### config.mk
export PLATFORM = sky130hd
export DESIGN_NAME = scan_result_dedup_rank_table_core
export DESIGN_NICKNAME = d
export VERILOG_FILES = /design/src/design/srdr_pkg.sv /design/src/design/srdr_dp.sv /design/src/design/srdr_ctrl.sv /design/src/design/scan_result_dedup_rank_table.sv
export SDC_FILE = /design/constraint.sdc
export NUM_CORES = 1
export LEC_CHECK = 0
export BUFFER_PORTS_ARGS = -buffer_cell sky130_fd_sc_hd__buf_4
export CORE_MARGIN = 5
export CORE_UTILIZATION = 30
export DETAILED_ROUTE_END_ITERATION = 8
export PLACE_DENSITY = 0.43
export SYNTH_ARGS = -nofsm -noshare
export SYNTH_HDL_FRONTEND = slang
export SYNTH_HIERARCHICAL = 1
export SYNTH_SLANG_ARGS = --single-unit
### constraint.sdc
create_clock -name clk_i -period 19.3 [get_ports clk_i]
set_input_delay 1.93 -clock clk_i [delete_from_list [all_inputs] [get_ports clk_i]]
set_output_delay 1.93 -clock clk_i [all_outputs]
set_load 0.05 [all_outputs]
### src/design/srdr_pkg.sv
// shared types and constants for the scan result dedup/rank table
// command and status structs between controller and datapath
// no dependencies
package srdr_pkg;

  // input opcodes, code 3 carries no meaning and is ignored
  typedef enum logic [1:0] {
    OP_CLEAR  = 2'd0,
    OP_STORE  = 2'd1,
    OP_FINISH = 2'd2
  } opcode_e;

  // result kinds on the output channel
  typedef enum logic [1:0] {
    KIND_CLEAR   = 2'd0,
    KIND_STORE   = 2'd1,
    KIND_ENTRY   = 2'd2,
    KIND_SUMMARY = 2'd3
  } kind_e;

  // which result the output register is loaded with
  typedef enum logic [2:0] {
    OUT_CLEAR   = 3'd0,
    OUT_HIT     = 3'd1,
    OUT_NEW     = 3'd2,
    OUT_DROP    = 3'd3,
    OUT_ENTRY   = 3'd4,
    OUT_SUMMARY = 3'd5
  } out_sel_e;

  // table write source and address
  typedef enum logic [1:0] {
    WR_CUR_J  = 2'd0,
    WR_CUR_I  = 2'd1,
    WR_IN_J   = 2'd2,
    WR_IN_CNT = 2'd3
  } wr_src_e;

  // table read address
  typedef enum logic {
    RD_J = 1'b0,
    RD_I = 1'b1
  } rd_src_e;

  localparam logic [4:0] LimitReset = 5'd16;
  localparam logic [4:0] MaxShown   = 5'd16;
  localparam logic [4:0] CountSat   = 5'd31;

  // controller to datapath
  typedef struct packed {
    logic     take;
    logic     clr_count;
    logic     inc_count;
    logic     i_init;
    logic     i_inc;
    logic     j_clear;
    logic     j_from_i;
    logic     j_inc;
    logic     rd_en;
    rd_src_e  rd_src;
    logic     cur_load;
    logic     mem_we;
    wr_src_e  wr_src;
    logic     out_load;
    out_sel_e out_sel;
  } dp_cmd_t;

  // datapath to controller
  typedef struct packed {
    opcode_e in_op;
    logic    j_end;
    logic    i_end_sort;
    logic    i_end_emit;
    logic    match;
    logic    greater;
    logic    full;
    logic    out_free;
  } dp_status_t;

endpackage

### src/design/srdr_dp.sv
// datapath: table memories, counters, running entry and output register
// depends on srdr_pkg
module srdr_dp #(
  parameter int unsigned TABLE_DEPTH = 16
) (
  input  logic                clk_i,
  input  logic                rst_ni,
  input  srdr_pkg::dp_cmd_t   cmd_i,
  output srdr_pkg::dp_status_t status_o,
  input  logic                cfg_valid_i,
  input  logic [4:0]          cfg_data_i,
  input  logic [1:0]          opcode_i,
  input  logic [47:0]         device_address_i,
  input  logic signed [7:0]   signal_strength_i,
  input  logic                out_ready_i,
  output logic                out_valid_o,
  output logic [1:0]          result_kind_o,
  output logic [3:0]          slot_index_o,
  output logic                dropped_o,
  output logic [47:0]         entry_address_o,
  output logic signed [7:0]   entry_strength_o,
  output logic [4:0]          device_count_o,
  output logic [4:0]          shown_count_o,
  output logic                last_of_run_o
);
  import srdr_pkg::*;

  localparam int unsigned IW = (TABLE_DEPTH > 1) ? $clog2(TABLE_DEPTH) : 1;
  localparam int unsigned CW = $clog2(TABLE_DEPTH + 1);
  localparam int unsigned XW = (CW > 5) ? CW : 5;

  logic [47:0]       addr_mem [TABLE_DEPTH];
  logic signed [7:0] str_mem  [TABLE_DEPTH];

  logic [4:0]        limit_q;
  logic [CW-1:0]     count_q;
  logic [CW-1:0]     i_q;
  logic [CW-1:0]     j_q;
  logic [47:0]       in_addr_q;
  logic signed [7:0] in_str_q;
  logic [47:0]       rd_addr_q;
  logic signed [7:0] rd_str_q;
  logic [47:0]       cur_addr_q;
  logic signed [7:0] cur_str_q;

  logic              out_valid_q;
  logic [1:0]        kind_q;
  logic [3:0]        slot_q;
  logic              drop_q;
  logic [47:0]       oaddr_q;
  logic signed [7:0] ostr_q;
  logic [4:0]        dev_q;
  logic [4:0]        shown_q;
  logic              last_q;

  logic [1:0]        kind_d;
  logic [3:0]        slot_d;
  logic              drop_d;
  logic [47:0]       oaddr_d;
  logic signed [7:0] ostr_d;
  logic [4:0]        dev_d;
  logic [4:0]        shown_d;
  logic              last_d;

  logic [IW-1:0]     wr_idx;
  logic [47:0]       wr_addr;
  logic signed [7:0] wr_str;
  logic [IW-1:0]     rd_idx;
  logic [4:0]        lim;
  logic [XW-1:0]     count_x;
  logic [XW-1:0]     shown_x;
  logic [XW-1:0]     i_x;
  logic [XW-1:0]     j_x;
  logic [4:0]        dev_w;
  logic              out_free;

  // configuration register
  always_ff @(posedge clk_i or negedge rst_ni) begin
    if (!rst_ni) begin
      limit_q <= LimitReset;
    end else if (cfg_valid_i) begin
      limit_q <= cfg_data_i;
    end
  end

  // entry count and loop indexes
  always_ff @(posedge clk_i or negedge rst_ni) begin
    if (!rst_ni) begin
      count_q <= '0;
      i_q     <= '0;
      j_q     <= '0;
    end else begin
      if (cmd_i.clr_count) begin
        count_q <= '0;
      end else if (cmd_i.inc_count) begin
        count_q <= count_q + CW'(1);
      end
      if (cmd_i.i_init) begin
        i_q <= '0;
      end else if (cmd_i.i_inc) begin
        i_q <= i_q + CW'(1);
      end
      if (cmd_i.j_clear) begin
        j_q <= '0;
      end else if (cmd_i.j_from_i) begin
        j_q <= i_q + CW'(1);
      end else if (cmd_i.j_inc) begin
        j_q <= j_q + CW'(1);
      end
    end
  end

  // latched input word
  always_ff @(posedge clk_i) begin
    if (cmd_i.take) begin
      in_addr_q <= device_address_i;
      in_str_q  <= signal_strength_i;
    end
  end

  // write port select
  always_comb begin
    case (cmd_i.wr_src)
      WR_CUR_J: begin
        wr_idx  = j_q[IW-1:0];
        wr_addr = cur_addr_q;
        wr_str  = cur_str_q;
      end
      WR_CUR_I: begin
        wr_idx  = i_q[IW-1:0];
        wr_addr = cur_addr_q;
        wr_str  = cur_str_q;
      end
      WR_IN_J: begin
        wr_idx  = j_q[IW-1:0];
        wr_addr = in_addr_q;
        wr_str  = in_str_q;
      end
      default: begin
        wr_idx  = count_q[IW-1:0];
        wr_addr = in_addr_q;
        wr_str  = in_str_q;
      end
    endcase
  end

  assign rd_idx = (cmd_i.rd_src == RD_I) ? i_q[IW-1:0] : j_q[IW-1:0];

  // table memories, one write and one registered read a cycle
  always_ff @(posedge clk_i) begin
    if (cmd_i.mem_we) begin
      addr_mem[wr_idx] <= wr_addr;
      str_mem[wr_idx]  <= wr_str;
    end
  end

  always_ff @(posedge clk_i) begin
    if (cmd_i.rd_en) begin
      rd_addr_q <= addr_mem[rd_idx];
      rd_str_q  <= str_mem[rd_idx];
    end
  end

  // running entry of the current sort row
  always_ff @(posedge clk_i) begin
    if (cmd_i.cur_load) begin
      cur_addr_q <= rd_addr_q;
      cur_str_q  <= rd_str_q;
    end
  end

  // limit clamp, shown count and saturated device count
  assign lim     = (limit_q == 5'd0 || limit_q > MaxShown) ? MaxShown : limit_q;
  assign count_x = XW'(count_q);
  assign i_x     = XW'(i_q);
  assign j_x     = XW'(j_q);
  assign shown_x = (count_x < XW'(lim)) ? count_x : XW'(lim);
  assign dev_w   = (count_x > XW'(CountSat)) ? CountSat : count_x[4:0];

  assign out_free = !out_valid_q || out_ready_i;

  // status to controller
  always_comb begin
    status_o.in_op      = opcode_e'(opcode_i);
    status_o.j_end      = (j_q >= count_q);
    status_o.i_end_sort = (i_q >= count_q);
    status_o.i_end_emit = (i_x >= shown_x);
    status_o.match      = (rd_addr_q == in_addr_q);
    status_o.greater    = (rd_str_q > cur_str_q);
    status_o.full       = (count_q == CW'(TABLE_DEPTH));
    status_o.out_free   = out_free;
  end

  // output valid
  always_ff @(posedge clk_i or negedge rst_ni) begin
    if (!rst_ni) begin
      out_valid_q <= 1'b0;
    end else if (cmd_i.out_load) begin
      out_valid_q <= 1'b1;
    end else if (out_ready_i) begin
      out_valid_q <= 1'b0;
    end
  end

  // next output word, unused fields stay zero
  always_comb begin
    kind_d  = KIND_STORE;
    slot_d  = '0;
    drop_d  = 1'b0;
    oaddr_d = '0;
    ostr_d  = '0;
    dev_d   = '0;
    shown_d = '0;
    last_d  = 1'b1;
    case (cmd_i.out_sel)
      OUT_CLEAR: begin
        kind_d = KIND_CLEAR;
      end
      OUT_HIT: begin
        slot_d = j_x[3:0];
      end
      OUT_NEW: begin
        slot_d = count_x[3:0];
      end
      OUT_DROP: begin
        drop_d = 1'b1;
      end
      OUT_ENTRY: begin
        kind_d  = KIND_ENTRY;
        slot_d  = i_x[3:0];
        oaddr_d = rd_addr_q;
        ostr_d  = rd_str_q;
        last_d  = 1'b0;
      end
      default: begin
        kind_d  = KIND_SUMMARY;
        dev_d   = dev_w;
        shown_d = shown_x[4:0];
      end
    endcase
  end

  // output word
  always_ff @(posedge clk_i) begin
    if (cmd_i.out_load) begin
      kind_q  <= kind_d;
      slot_q  <= slot_d;
      drop_q  <= drop_d;
      oaddr_q <= oaddr_d;
      ostr_q  <= ostr_d;
      dev_q   <= dev_d;
      shown_q <= shown_d;
      last_q  <= last_d;
    end
  end

  assign out_valid_o      = out_valid_q;
  assign result_kind_o    = kind_q;
  assign slot_index_o     = slot_q;
  assign dropped_o        = drop_q;
  assign entry_address_o  = oaddr_q;
  assign entry_strength_o = ostr_q;
  assign device_count_o   = dev_q;
  assign shown_count_o    = shown_q;
  assign last_of_run_o    = last_q;

endmodule

### src/design/srdr_ctrl.sv
// controller: sequences lookup, append, selection sort and ranked output
// depends on srdr_pkg
module srdr_ctrl (
  input  logic                 clk_i,
  input  logic                 rst_ni,
  input  logic                 in_valid_i,
  output logic                 in_ready_o,
  input  srdr_pkg::dp_status_t status_i,
  output srdr_pkg::dp_cmd_t    cmd_o
);
  import srdr_pkg::*;

  typedef enum logic [13:0] {
    ST_IDLE  = 14'b00000000000001,
    ST_CLR   = 14'b00000000000010,
    ST_S_RD  = 14'b00000000000100,
    ST_S_CMP = 14'b00000000001000,
    ST_S_HIT = 14'b00000000010000,
    ST_S_END = 14'b00000000100000,
    ST_F_I   = 14'b00000001000000,
    ST_F_LD  = 14'b00000010000000,
    ST_F_RD  = 14'b00000100000000,
    ST_F_CMP = 14'b00001000000000,
    ST_F_WB  = 14'b00010000000000,
    ST_E_CHK = 14'b00100000000000,
    ST_E_OUT = 14'b01000000000000,
    ST_SUMM  = 14'b10000000000000
  } state_e;

  state_e state_q, state_d;
  logic   take;

  assign in_ready_o = (state_q == ST_IDLE);
  assign take       = in_valid_i && in_ready_o;

  always_ff @(posedge clk_i or negedge rst_ni) begin
    if (!rst_ni) begin
      state_q <= ST_IDLE;
    end else begin
      state_q <= state_d;
    end
  end

  // next state and datapath commands
  always_comb begin
    state_d = state_q;
    cmd_o   = '0;
    cmd_o.take = take;
    unique case (state_q)
      ST_IDLE: begin
        if (take) begin
          case (status_i.in_op)
            OP_CLEAR: begin
              state_d = ST_CLR;
            end
            OP_STORE: begin
              cmd_o.j_clear = 1'b1;
              state_d = ST_S_RD;
            end
            OP_FINISH: begin
              cmd_o.i_init = 1'b1;
              state_d = ST_F_I;
            end
            default: begin
              state_d = ST_IDLE;
            end
          endcase
        end
      end
      // clear done
      ST_CLR: begin
        if (status_i.out_free) begin
          cmd_o.clr_count = 1'b1;
          cmd_o.out_load  = 1'b1;
          cmd_o.out_sel   = OUT_CLEAR;
          state_d = ST_IDLE;
        end
      end
      // address lookup: read entry j, then compare it with the input address
      ST_S_RD: begin
        if (status_i.j_end) begin
          state_d = ST_S_END;
        end else begin
          cmd_o.rd_en  = 1'b1;
          cmd_o.rd_src = RD_J;
          state_d = ST_S_CMP;
        end
      end
      ST_S_CMP: begin
        if (status_i.match) begin
          state_d = ST_S_HIT;
        end else begin
          cmd_o.j_inc = 1'b1;
          state_d = ST_S_RD;
        end
      end
      // known address: update strength in place
      ST_S_HIT: begin
        if (status_i.out_free) begin
          cmd_o.mem_we   = 1'b1;
          cmd_o.wr_src   = WR_IN_J;
          cmd_o.out_load = 1'b1;
          cmd_o.out_sel  = OUT_HIT;
          state_d = ST_IDLE;
        end
      end
      // new address: append or drop
      ST_S_END: begin
        if (status_i.out_free) begin
          cmd_o.out_load = 1'b1;
          if (status_i.full) begin
            cmd_o.out_sel = OUT_DROP;
          end else begin
            cmd_o.mem_we    = 1'b1;
            cmd_o.wr_src    = WR_IN_CNT;
            cmd_o.inc_count = 1'b1;
            cmd_o.out_sel   = OUT_NEW;
          end
          state_d = ST_IDLE;
        end
      end
      // sort row i: fetch entry i
      ST_F_I: begin
        if (status_i.i_end_sort) begin
          cmd_o.i_init = 1'b1;
          state_d = ST_E_CHK;
        end else begin
          cmd_o.rd_en    = 1'b1;
          cmd_o.rd_src   = RD_I;
          cmd_o.j_from_i = 1'b1;
          state_d = ST_F_LD;
        end
      end
      ST_F_LD: begin
        cmd_o.cur_load = 1'b1;
        state_d = ST_F_RD;
      end
      // sweep later entries, swap stronger ones into the running entry
      ST_F_RD: begin
        if (status_i.j_end) begin
          state_d = ST_F_WB;
        end else begin
          cmd_o.rd_en  = 1'b1;
          cmd_o.rd_src = RD_J;
          state_d = ST_F_CMP;
        end
      end
      ST_F_CMP: begin
        if (status_i.greater) begin
          cmd_o.mem_we   = 1'b1;
          cmd_o.wr_src   = WR_CUR_J;
          cmd_o.cur_load = 1'b1;
        end
        cmd_o.j_inc = 1'b1;
        state_d = ST_F_RD;
      end
      ST_F_WB: begin
        cmd_o.mem_we = 1'b1;
        cmd_o.wr_src = WR_CUR_I;
        cmd_o.i_inc  = 1'b1;
        state_d = ST_F_I;
      end
      // ranked entries in order
      ST_E_CHK: begin
        if (status_i.i_end_emit) begin
          state_d = ST_SUMM;
        end else begin
          cmd_o.rd_en  = 1'b1;
          cmd_o.rd_src = RD_I;
          state_d = ST_E_OUT;
        end
      end
      ST_E_OUT: begin
        if (status_i.out_free) begin
          cmd_o.out_load = 1'b1;
          cmd_o.out_sel  = OUT_ENTRY;
          cmd_o.i_inc    = 1'b1;
          state_d = ST_E_CHK;
        end
      end
      ST_SUMM: begin
        if (status_i.out_free) begin
          cmd_o.out_load = 1'b1;
          cmd_o.out_sel  = OUT_SUMMARY;
          state_d = ST_IDLE;
        end
      end
      default: begin
        state_d = ST_IDLE;
      end
    endcase
  end

endmodule

### src/design/scan_result_dedup_rank_table.sv
// Clear empties the table; store searches the held entries one by one, then updates
// a known address, appends a new one or drops it; finish ranks and emits the shown entries.
// Throughput: one word at a time, set by the single table read port; the next word
// is taken as soon as the last result sits in the output register; stalls delay it.
// Reset: entry count cleared, report limit 16, table contents left undefined
// (no clearing pass, entries beyond the count are never read).
// depends on srdr_pkg, srdr_ctrl, srdr_dp
module scan_result_dedup_rank_table_core #(
  parameter int unsigned TABLE_DEPTH = 16
) (
  input  logic              clk_i,
  input  logic              rst_ni,
  input  logic              cfg_valid_i,
  output logic              cfg_ready_o,
  input  logic [4:0]        cfg_data_i,
  input  logic              in_valid_i,
  output logic              in_ready_o,
  input  logic [1:0]        opcode_i,
  input  logic [47:0]       device_address_i,
  input  logic signed [7:0] signal_strength_i,
  output logic              out_valid_o,
  input  logic              out_ready_i,
  output logic [1:0]        result_kind_o,
  output logic [3:0]        slot_index_o,
  output logic              dropped_o,
  output logic [47:0]       entry_address_o,
  output logic signed [7:0] entry_strength_o,
  output logic [4:0]        device_count_o,
  output logic [4:0]        shown_count_o,
  output logic              last_of_run_o
);
  import srdr_pkg::*;

  dp_cmd_t    cmd;
  dp_status_t status;

  // register writes are always taken
  assign cfg_ready_o = 1'b1;

  srdr_ctrl u_ctrl (
    .clk_i      (clk_i),
    .rst_ni     (rst_ni),
    .in_valid_i (in_valid_i),
    .in_ready_o (in_ready_o),
    .status_i   (status),
    .cmd_o      (cmd)
  );

  srdr_dp #(
    .TABLE_DEPTH (TABLE_DEPTH)
  ) u_dp (
    .clk_i             (clk_i),
    .rst_ni            (rst_ni),
    .cmd_i             (cmd),
    .status_o          (status),
    .cfg_valid_i       (cfg_valid_i),
    .cfg_data_i        (cfg_data_i),
    .opcode_i          (opcode_i),
    .device_address_i  (device_address_i),
    .signal_strength_i (signal_strength_i),
    .out_ready_i       (out_ready_i),
    .out_valid_o       (out_valid_o),
    .result_kind_o     (result_kind_o),
    .slot_index_o      (slot_index_o),
    .dropped_o         (dropped_o),
    .entry_address_o   (entry_address_o),
    .entry_strength_o  (entry_strength_o),
    .device_count_o    (device_count_o),
    .shown_count_o     (shown_count_o),
    .last_of_run_o     (last_of_run_o)
  );

endmodule

==> flow_summary.json, run 1 <==
{
  "status": "finished, final reports clean",
  "min_from": "u_dp/rd_str_q[0]",
  "gr-total-overflow": 0,
  "antenna_found_initial": 4,
  "grt_max_degree": 135,
  "cts.repair.resized": 0,
  "hold_violations": 0,
  "start_util_pct": 30.3,
  "path_delay_family": "buffers and inverters",
  "synthCells": 2593,
  "clk_pin_slew_worst_paths_ps": 60,
  "ctsHoldBuffers": 0,
  "clk_latency_ps": 780,
  "fp.dieW_um": 402,
  "critPathLaunchType": "register",
  "ys_warn_count": 6,
  "core_area_um2": 152000,
  "holdWs_ps": 450,
  "hold_depth": 0,
  "synth_top_family_by_area": "multiplexers",
  "hold_end": "u_dp/cur_str_q[0]",
  "synth_area_um2": 46100,
  "yosysUniqueCellTypes": 61,
  "critPathBufInv": 4,
  "grtUsageTotal_pct": 16.6,
  "place_ws_ps": 10080,
  "dieArea_um2": 162000,
  "synth_xor_area_share_pct": 1.31,
  "vias": 24500,
  "numCtsBuffers": 133,
  "final_area_um2": 53700,
  "cts_sinks": 1173,
  "row_count": 143,
  "worst_slack_ps": 10150,
  "min_path_type": "reg2reg",
  "cts_setup_buffers": 0,
  "skew_ps": 35.5,
  "syn_nets": 2694,
  "synth_ff_type": "edfxtp_1",
  "drc": 0,
  "initialDrtViolationCount": 1845,
  "detail-route-antenna-nets": 0,
  "synthMuxAreaShare_pct": 11.3,
  "synth_edf_count": 1138,
  "ys_seq_elements": 1173,
  "setup_viol": 0,
  "power_density_nw_per_um2": 126,
  "slew_headroom_pct": 18.4,
  "die_h_um": 402,
  "cp.arrival_ps": 9640,
  "htreeDepth": 4,
  "clock_path_buffers": 3,
  "root_buffer": "clkbuf_16",
  "dp_hpwl_um": 71600,
  "fmax_mhz": 109,
  "finalCritPeriodShare_pct": 47.4,
  "rsz0062_at_grt": "no",
  "drt_pass1_iterations": 5,
  "place_area_um2": 49600,
  "port_buffers": 143,
  "tritoncts": "yes",
  "drv_slew": 0,
  "gp_routability_congestion": 0.790,
  "wl_per_cell_um": 27.8,
  "num-nets-final": 2899,
  "wl_um": 137000,
  "path_cells": "or4_1 > ha_1 > nand2b_1 > ha_1 > a21o_1 > a21o_1 > a211o_1 > mux2i_1 > ha_1 > nand2b_1 > a21oi_1 > nor2b_1 > o21ai_0 > a21oi_1 > nand2b_1 > nand2_1 > mux2i_4 > buf_12 > buf_4 > buf_4 > buf_4 > mux2i_1 > o22ai_1 > or4_1",
  "path_max_fanout": 134,
  "r2r_slack_ps": 10150,
  "maxCapViolations": 0,
  "synth_compound_area_share_pct": 4.21,
  "r2r_start": "u_dp/limit_q[0]",
  "cp_data_required_time_ps": 19800,
  "worstReg2RegEnd": "u_dp/rd_addr_q[15]",
  "min_period_ps": 9150,
  "worst_pin_slew_ps": 1210,
  "avgSynthCellArea_um2": 17.8,
  "reg2reg_depth": 24,
  "synth_seq_area_share_pct": 76.0,
  "drive_gt1_share_pct": 17.0,
  "grt_pass1_vias": 25000,
  "ios": 145,
  "area_growth_pct": 16.5,
  "end_kind": "register",
  "synthArstFlopShare_pct": 2.98,
  "synth_adder_area_share_pct": 0.895,
  "ir_drop_v": 0.000121,
  "vias_per_cell": 4.97,
  "fin_tns_setup_ps": 0,
  "p_leak_nw": 20.2,
  "grt_pass1_wl_um": 191000,
  "synthSimpleGateAreaFrac_pct": 4.18,
  "path_class": "reg2reg",
  "crit_slowest_cell": "buf_4",
  "crit_path_max_incr_delay_ps": 960
}
-- worst max path at each step --
stage,startpoint,end,cells after the start,slack [ps]
finish,u_dp/limit_q[0],u_dp/rd_addr_q[15],24,10150
global placement,u_dp/limit_q[0],u_dp/rd_addr_q[14],24,10190
floorplan,out_ready_i,u_dp/addr_mem[13][0],10,11110
CTS,u_dp/limit_q[0],u_dp/rd_addr_q[2],24,10050
global route,u_dp/limit_q[0],u_dp/rd_addr_q[2],24,9660
detailed placement,u_dp/limit_q[0],u_dp/rd_addr_q[2],24,10080
-- per-layer routing --
metal  wire [um]  global-route usage, %  part of all wire [%]
met1       60400                   22.4                    44
met2       66100                   27.5                    48
met3        7220                   3.08                   5.3
met4        3360                   4.82                   2.5
met5           0                      0                     0
-- placed cells by master, fill, tap and decap left out, types with 35 or more instances in the layout --
cell       netlist  final
edfxtp_1      1138   1138
clkbuf_16        0    135
mux2i_1        458    457
buf_4           14    211
nor2_1          68     53
mux2_2          57     57
or4_1           58     58
and3_1          57     57
nand2_1         43     35
o22ai_1        227    227
xor2_1          54     54
-- cell type report --
cell class                      count  area [um2]
Inverter                           28         106
Multi-Input combinational cell   1250       10300
Timing Repair Buffer              212        1600
Clock inverter                     70         603
Sequential cell                  1173       35100
Tap cell                         2030        2540
Clock buffer                      168        3510
Antenna cell                        1        2.50
Fill cell                       14300       98700
-- worst reg2reg max path, stage by stage, from the launching register on --
cell and delay, ps:
dfrtp_1 390, or4_1 530, ha_1 300, nand2b_1 180, ha_1 300, a21o_1 170
a21o_1 180, a211o_1 370, mux2i_1 270, ha_1 280, nand2b_1 150, a21oi_1 160
nor2b_1 60, o21ai_0 170, a21oi_1 130, nand2b_1 220, nand2_1 390, mux2i_4 330
buf_12 600, buf_4 1040, buf_4 820, buf_4 880, mux2i_1 350, o22ai_1 90
or4_1 540
-- cells in the mapped netlist (20+ instances only) --
| master | n | area share (%) |
|---|---|---|
| edfxtp_1 | 1138 | 74 |
| mux2i_1 | 458 | 9.9 |
| o22ai_1 | 227 | 3.1 |
| nor2_1 | 68 | 0.55 |
| or4_1 | 58 | 0.94 |
| and3_1 | 57 | 0.77 |
| mux2_2 | 57 | 1.4 |
| buf_2 | 56 | 0.61 |
| xor2_1 | 54 | 1.0 |
| nand2_1 | 43 | 0.35 |
| clkbuf_1 | 42 | 0.34 |
| dfrtp_1 | 33 | 1.8 |
| ha_1 | 33 | 0.90 |
| inv_1 | 27 | 0.22 |
| buf_6 | 25 | 0.61 |
| o21ai_0 | 20 | 0.22 |
-- where the power goes --
group          total, mW  internal (mW)  switching [mW]
Combinational       1.39          0.518           0.871
Clock               2.40           1.37            1.03
Sequential          2.97           2.90          0.0668
Total               6.76           4.79            1.97
-- kinds of logic (layout without fill, tap and decap cells) --
family | count (synthesis) | in the layout
xor gates and xnor gates | 69 | 69
DFF | 1173 | 1173
buffers and inverters | 170 | 478
AOI/OAI and AO/OA | 304 | 304
other | 1 | 2
adders and majority gates | 33 | 33
muxes | 515 | 515
and+or+nand+nor | 328 | 328
-- registers in the layout, indices dropped and copies added (netlist names), 8 cells and up --
register,flops
u_ctrl/state_q,14
u_dp/addr_mem,768
u_dp/cur_addr_q,48
u_dp/cur_str_q,8
u_dp/entry_address_o,48
u_dp/entry_strength_o,8
u_dp/in_addr_q,48
u_dp/in_str_q,8
u_dp/rd_addr_q,48
u_dp/rd_str_q,8
u_dp/str_mem,128
-- stage by stage --
| stage | power, mW | utilization, % | std cells |
|---|---|---|---|
| 4_1_cts | 6.85 | 35.3 | 4931 |
| 3_3_place_gp | 4.42 | 32.6 | 4693 |
| 6_report | 6.76 | 35.3 | 4932 |
| 3_5_place_dp | 4.43 | 32.6 | 4693 |
| 2_1_floorplan | 4.00 | - | 2593 |
| 5_1_grt | 7.04 | 35.3 | 4931 |
Note: power is estimated with default switching activity, not from simulation.
==> run 2, diff against run 1 <==
Clock period 19.3 ns to 9 ns, I/O delays scaled along.
==> run 2 against run 1 <==
Sequential share of layout area is essentially flat. Highest routed layer unchanged. Non-clock buffer count is 3 lower. Critical endpoint is now u_dp/rd_addr_q[11]. Critical path depth decreased by 2. Largest power group unchanged. Maximum frequency grew 37%. Via count down 0.71%. Clock skew decreased by 4.8 ps. Sequential power rose by 110%. Design area barely moved. Setup slack worse by 7800 ps. Clock-buffer cell count decreased by 2. Register-to-register slack got worse by 7800 ps.
==> flow_summary.json, run 2 (synthesis results as in run 1) <==
{
  "wl_um": 135000,
  "path_class": "reg2reg",
  "slew_headroom_pct": 8.86,
  "cts_sinks": 1173,
  "htreeDepth": 4,
  "path_max_fanout": 49,
  "top_regs": "u_dp/addr_mem: 768 flops, u_dp/str_mem: 128 flops",
  "min_period_ps": 6670,
  "path_cells": "or4_1 > ha_1 > nand2b_1 > ha_1 > a21o_1 > a21o_1 > a211o_1 > mux2i_1 > ha_1 > nand2b_1 > a21oi_1 > nor2b_1 > o21ai_0 > a21oi_1 > nand2b_1 > nand2_1 > mux2i_4 > buf_4 > buf_4 > mux2i_1 > o22ai_1 > or4_1",
  "r2r_slack_ps": 2330,
  "drc": 0,
  "setup_viol": 0,
  "multi_input_area_um2": 10300,
  "area_growth_pct": 16.6,
  "detail-route-antenna-nets": 0,
  "rsz0062_at_grt": "no",
  "power_mw": 14.4,
  "min_path_type": "in2async",
  "grt_max_degree": 107,
  "tritoncts": "yes",
  "vias_per_cell": 4.95,
  "holdWs_ps": 121,
  "clk_pin_slew_worst_paths_ps": 60,
  "gp_routability_congestion": 0.771,
  "fmax_mhz": 150,
  "wl_per_cell_um": 27.5,
  "worst_slack_ps": 2330,
  "crit_path_max_incr_delay_ps": 690,
  "grt_pass1_wl_um": 188000,
  "clk_latency_ps": 750,
  "fin_tns_setup_ps": 0,
  "drive_gt1_share_pct": 17.0,
  "cts_setup_buffers": 0,
  "end_kind": "register",
  "ios": 145,
  "place_ws_ps": 2380,
  "dieArea_um2": 162000,
  "core_area_um2": 152000,
  "initialDrtViolationCount": 1992,
  "power_density_nw_per_um2": 268,
  "root_buffer": "clkbuf_16",
  "path_delay_family": "simple AND/OR/NAND/NOR gates",
  "finish.utilization_pct": 35.3,
  "finalCritPeriodShare_pct": 74.1,
  "layout_commonest_cell": "edfxtp_1",
  "crit_slowest_cell": "buf_4",
  "die_h_um": 402,
  "numCtsBuffers": 131,
  "grtUsageTotal_pct": 16.3,
  "p_leak_nw": 20.2,
  "drt_pass1_iterations": 5,
  "antenna_found_initial": 6,
  "skew_ps": 30.7,
  "clock_path_buffers": 3,
  "row_count": 143,
  "dp_hpwl_um": 71800,
  "largest_reg_flops": 768,
  "fp.dieW_um": 402,
  "final_cell_mix": "1138 x edfxtp_1, 457 x mux2i_1, 227 x o22ai_1, 198 x buf_4, 135 x clkbuf_16",
  "critPathBufInv": 2,
  "num-nets-final": 2894,
  "ir_drop_v": 0.000194,
  "ff_latch_area_um2": 35100,
  "hold_violations": 0,
  "gr-total-overflow": 0,
  "cp.arrival_ps": 7160,
  "drv_slew": 0,
  "port_buffers": 143,
  "cts.repair.resized": 0,
  "worst_pin_slew_ps": 1350,
  "regMostFlops": "u_dp/addr_mem",
  "fill_cells": 14300,
  "grt_pass1_vias": 24800,
  "antenna_cells": 0,
  "status": "finished, final reports clean",
  "cp_data_required_time_ps": 9480,
  "ctsHoldBuffers": 0,
  "start_util_pct": 30.3,
  "vias": 24400,
  "maxCapViolations": 0,
  "critPathLaunchType": "register"
}
## run 2: cell count changes in the layout (fill, tap and decap cells not counted), moves of 2 or more
cell,delta
clkinv_8,-2
clkinv_1,-7
clkinv_2,+8
buf_4,-13
clkinvlp_4,-2
buf_12,+10
## run 2: worst paths after layout
kind / from / depth (start not counted) / endpoint
min reg2reg: u_dp/rd_str_q[0] / 0 / u_dp/cur_str_q[0]
max reg2reg: u_dp/limit_q[0] / 22 / u_dp/rd_addr_q[11]
min in group clk_i: device_address_i[33] / 1 / u_dp/in_addr_q[33]
max in group asynchronous: rst_ni / 1 / u_ctrl/state_q[0]
max: u_dp/limit_q[0] / 22 / u_dp/rd_addr_q[11]
min: rst_ni / 1 / u_dp/limit_q[0]
## run 2: final cells by class
| cell class | instances | share of cell area [%] |
|---|---|---|
| clock buffers | 166 | 6.50 |
| clock inverters | 64 | 0.989 |
| inverters | 28 | 0.198 |
| multi-input cells | 1250 | 19.2 |
| flip-flops and latches | 1173 | 65.2 |
| well taps | 2030 | 4.73 |
| repair buffers | 209 | 3.17 |
## run 2: metal layers
layer / track usage, % / part of all wire (%)
met5: 0 / 0
met4: 4.72 / 2.6
met3: 3.25 / 5.6
met2: 26.2 / 47
met1: 22.6 / 45
## run 2: power breakdown
part           internal [mW]  leakage [nW]  switching, mW
Sequential              6.22          10.8          0.144
Combinational           1.13          7.41           1.86
Clock                   2.92          1.98           2.14
Total                   10.3          20.2           4.14
## run 2: through the flow
| stage | cells | cell area [um2] |
|---|---|---|
| final | 4920 | 53800 |
| after global routing | 4920 | 53800 |
| after CTS | 4920 | 53800 |
| after detailed placement | 4690 | 49700 |
| after global placement | 4690 | 49700 |
| after floorplan | 2593 | 46100 |
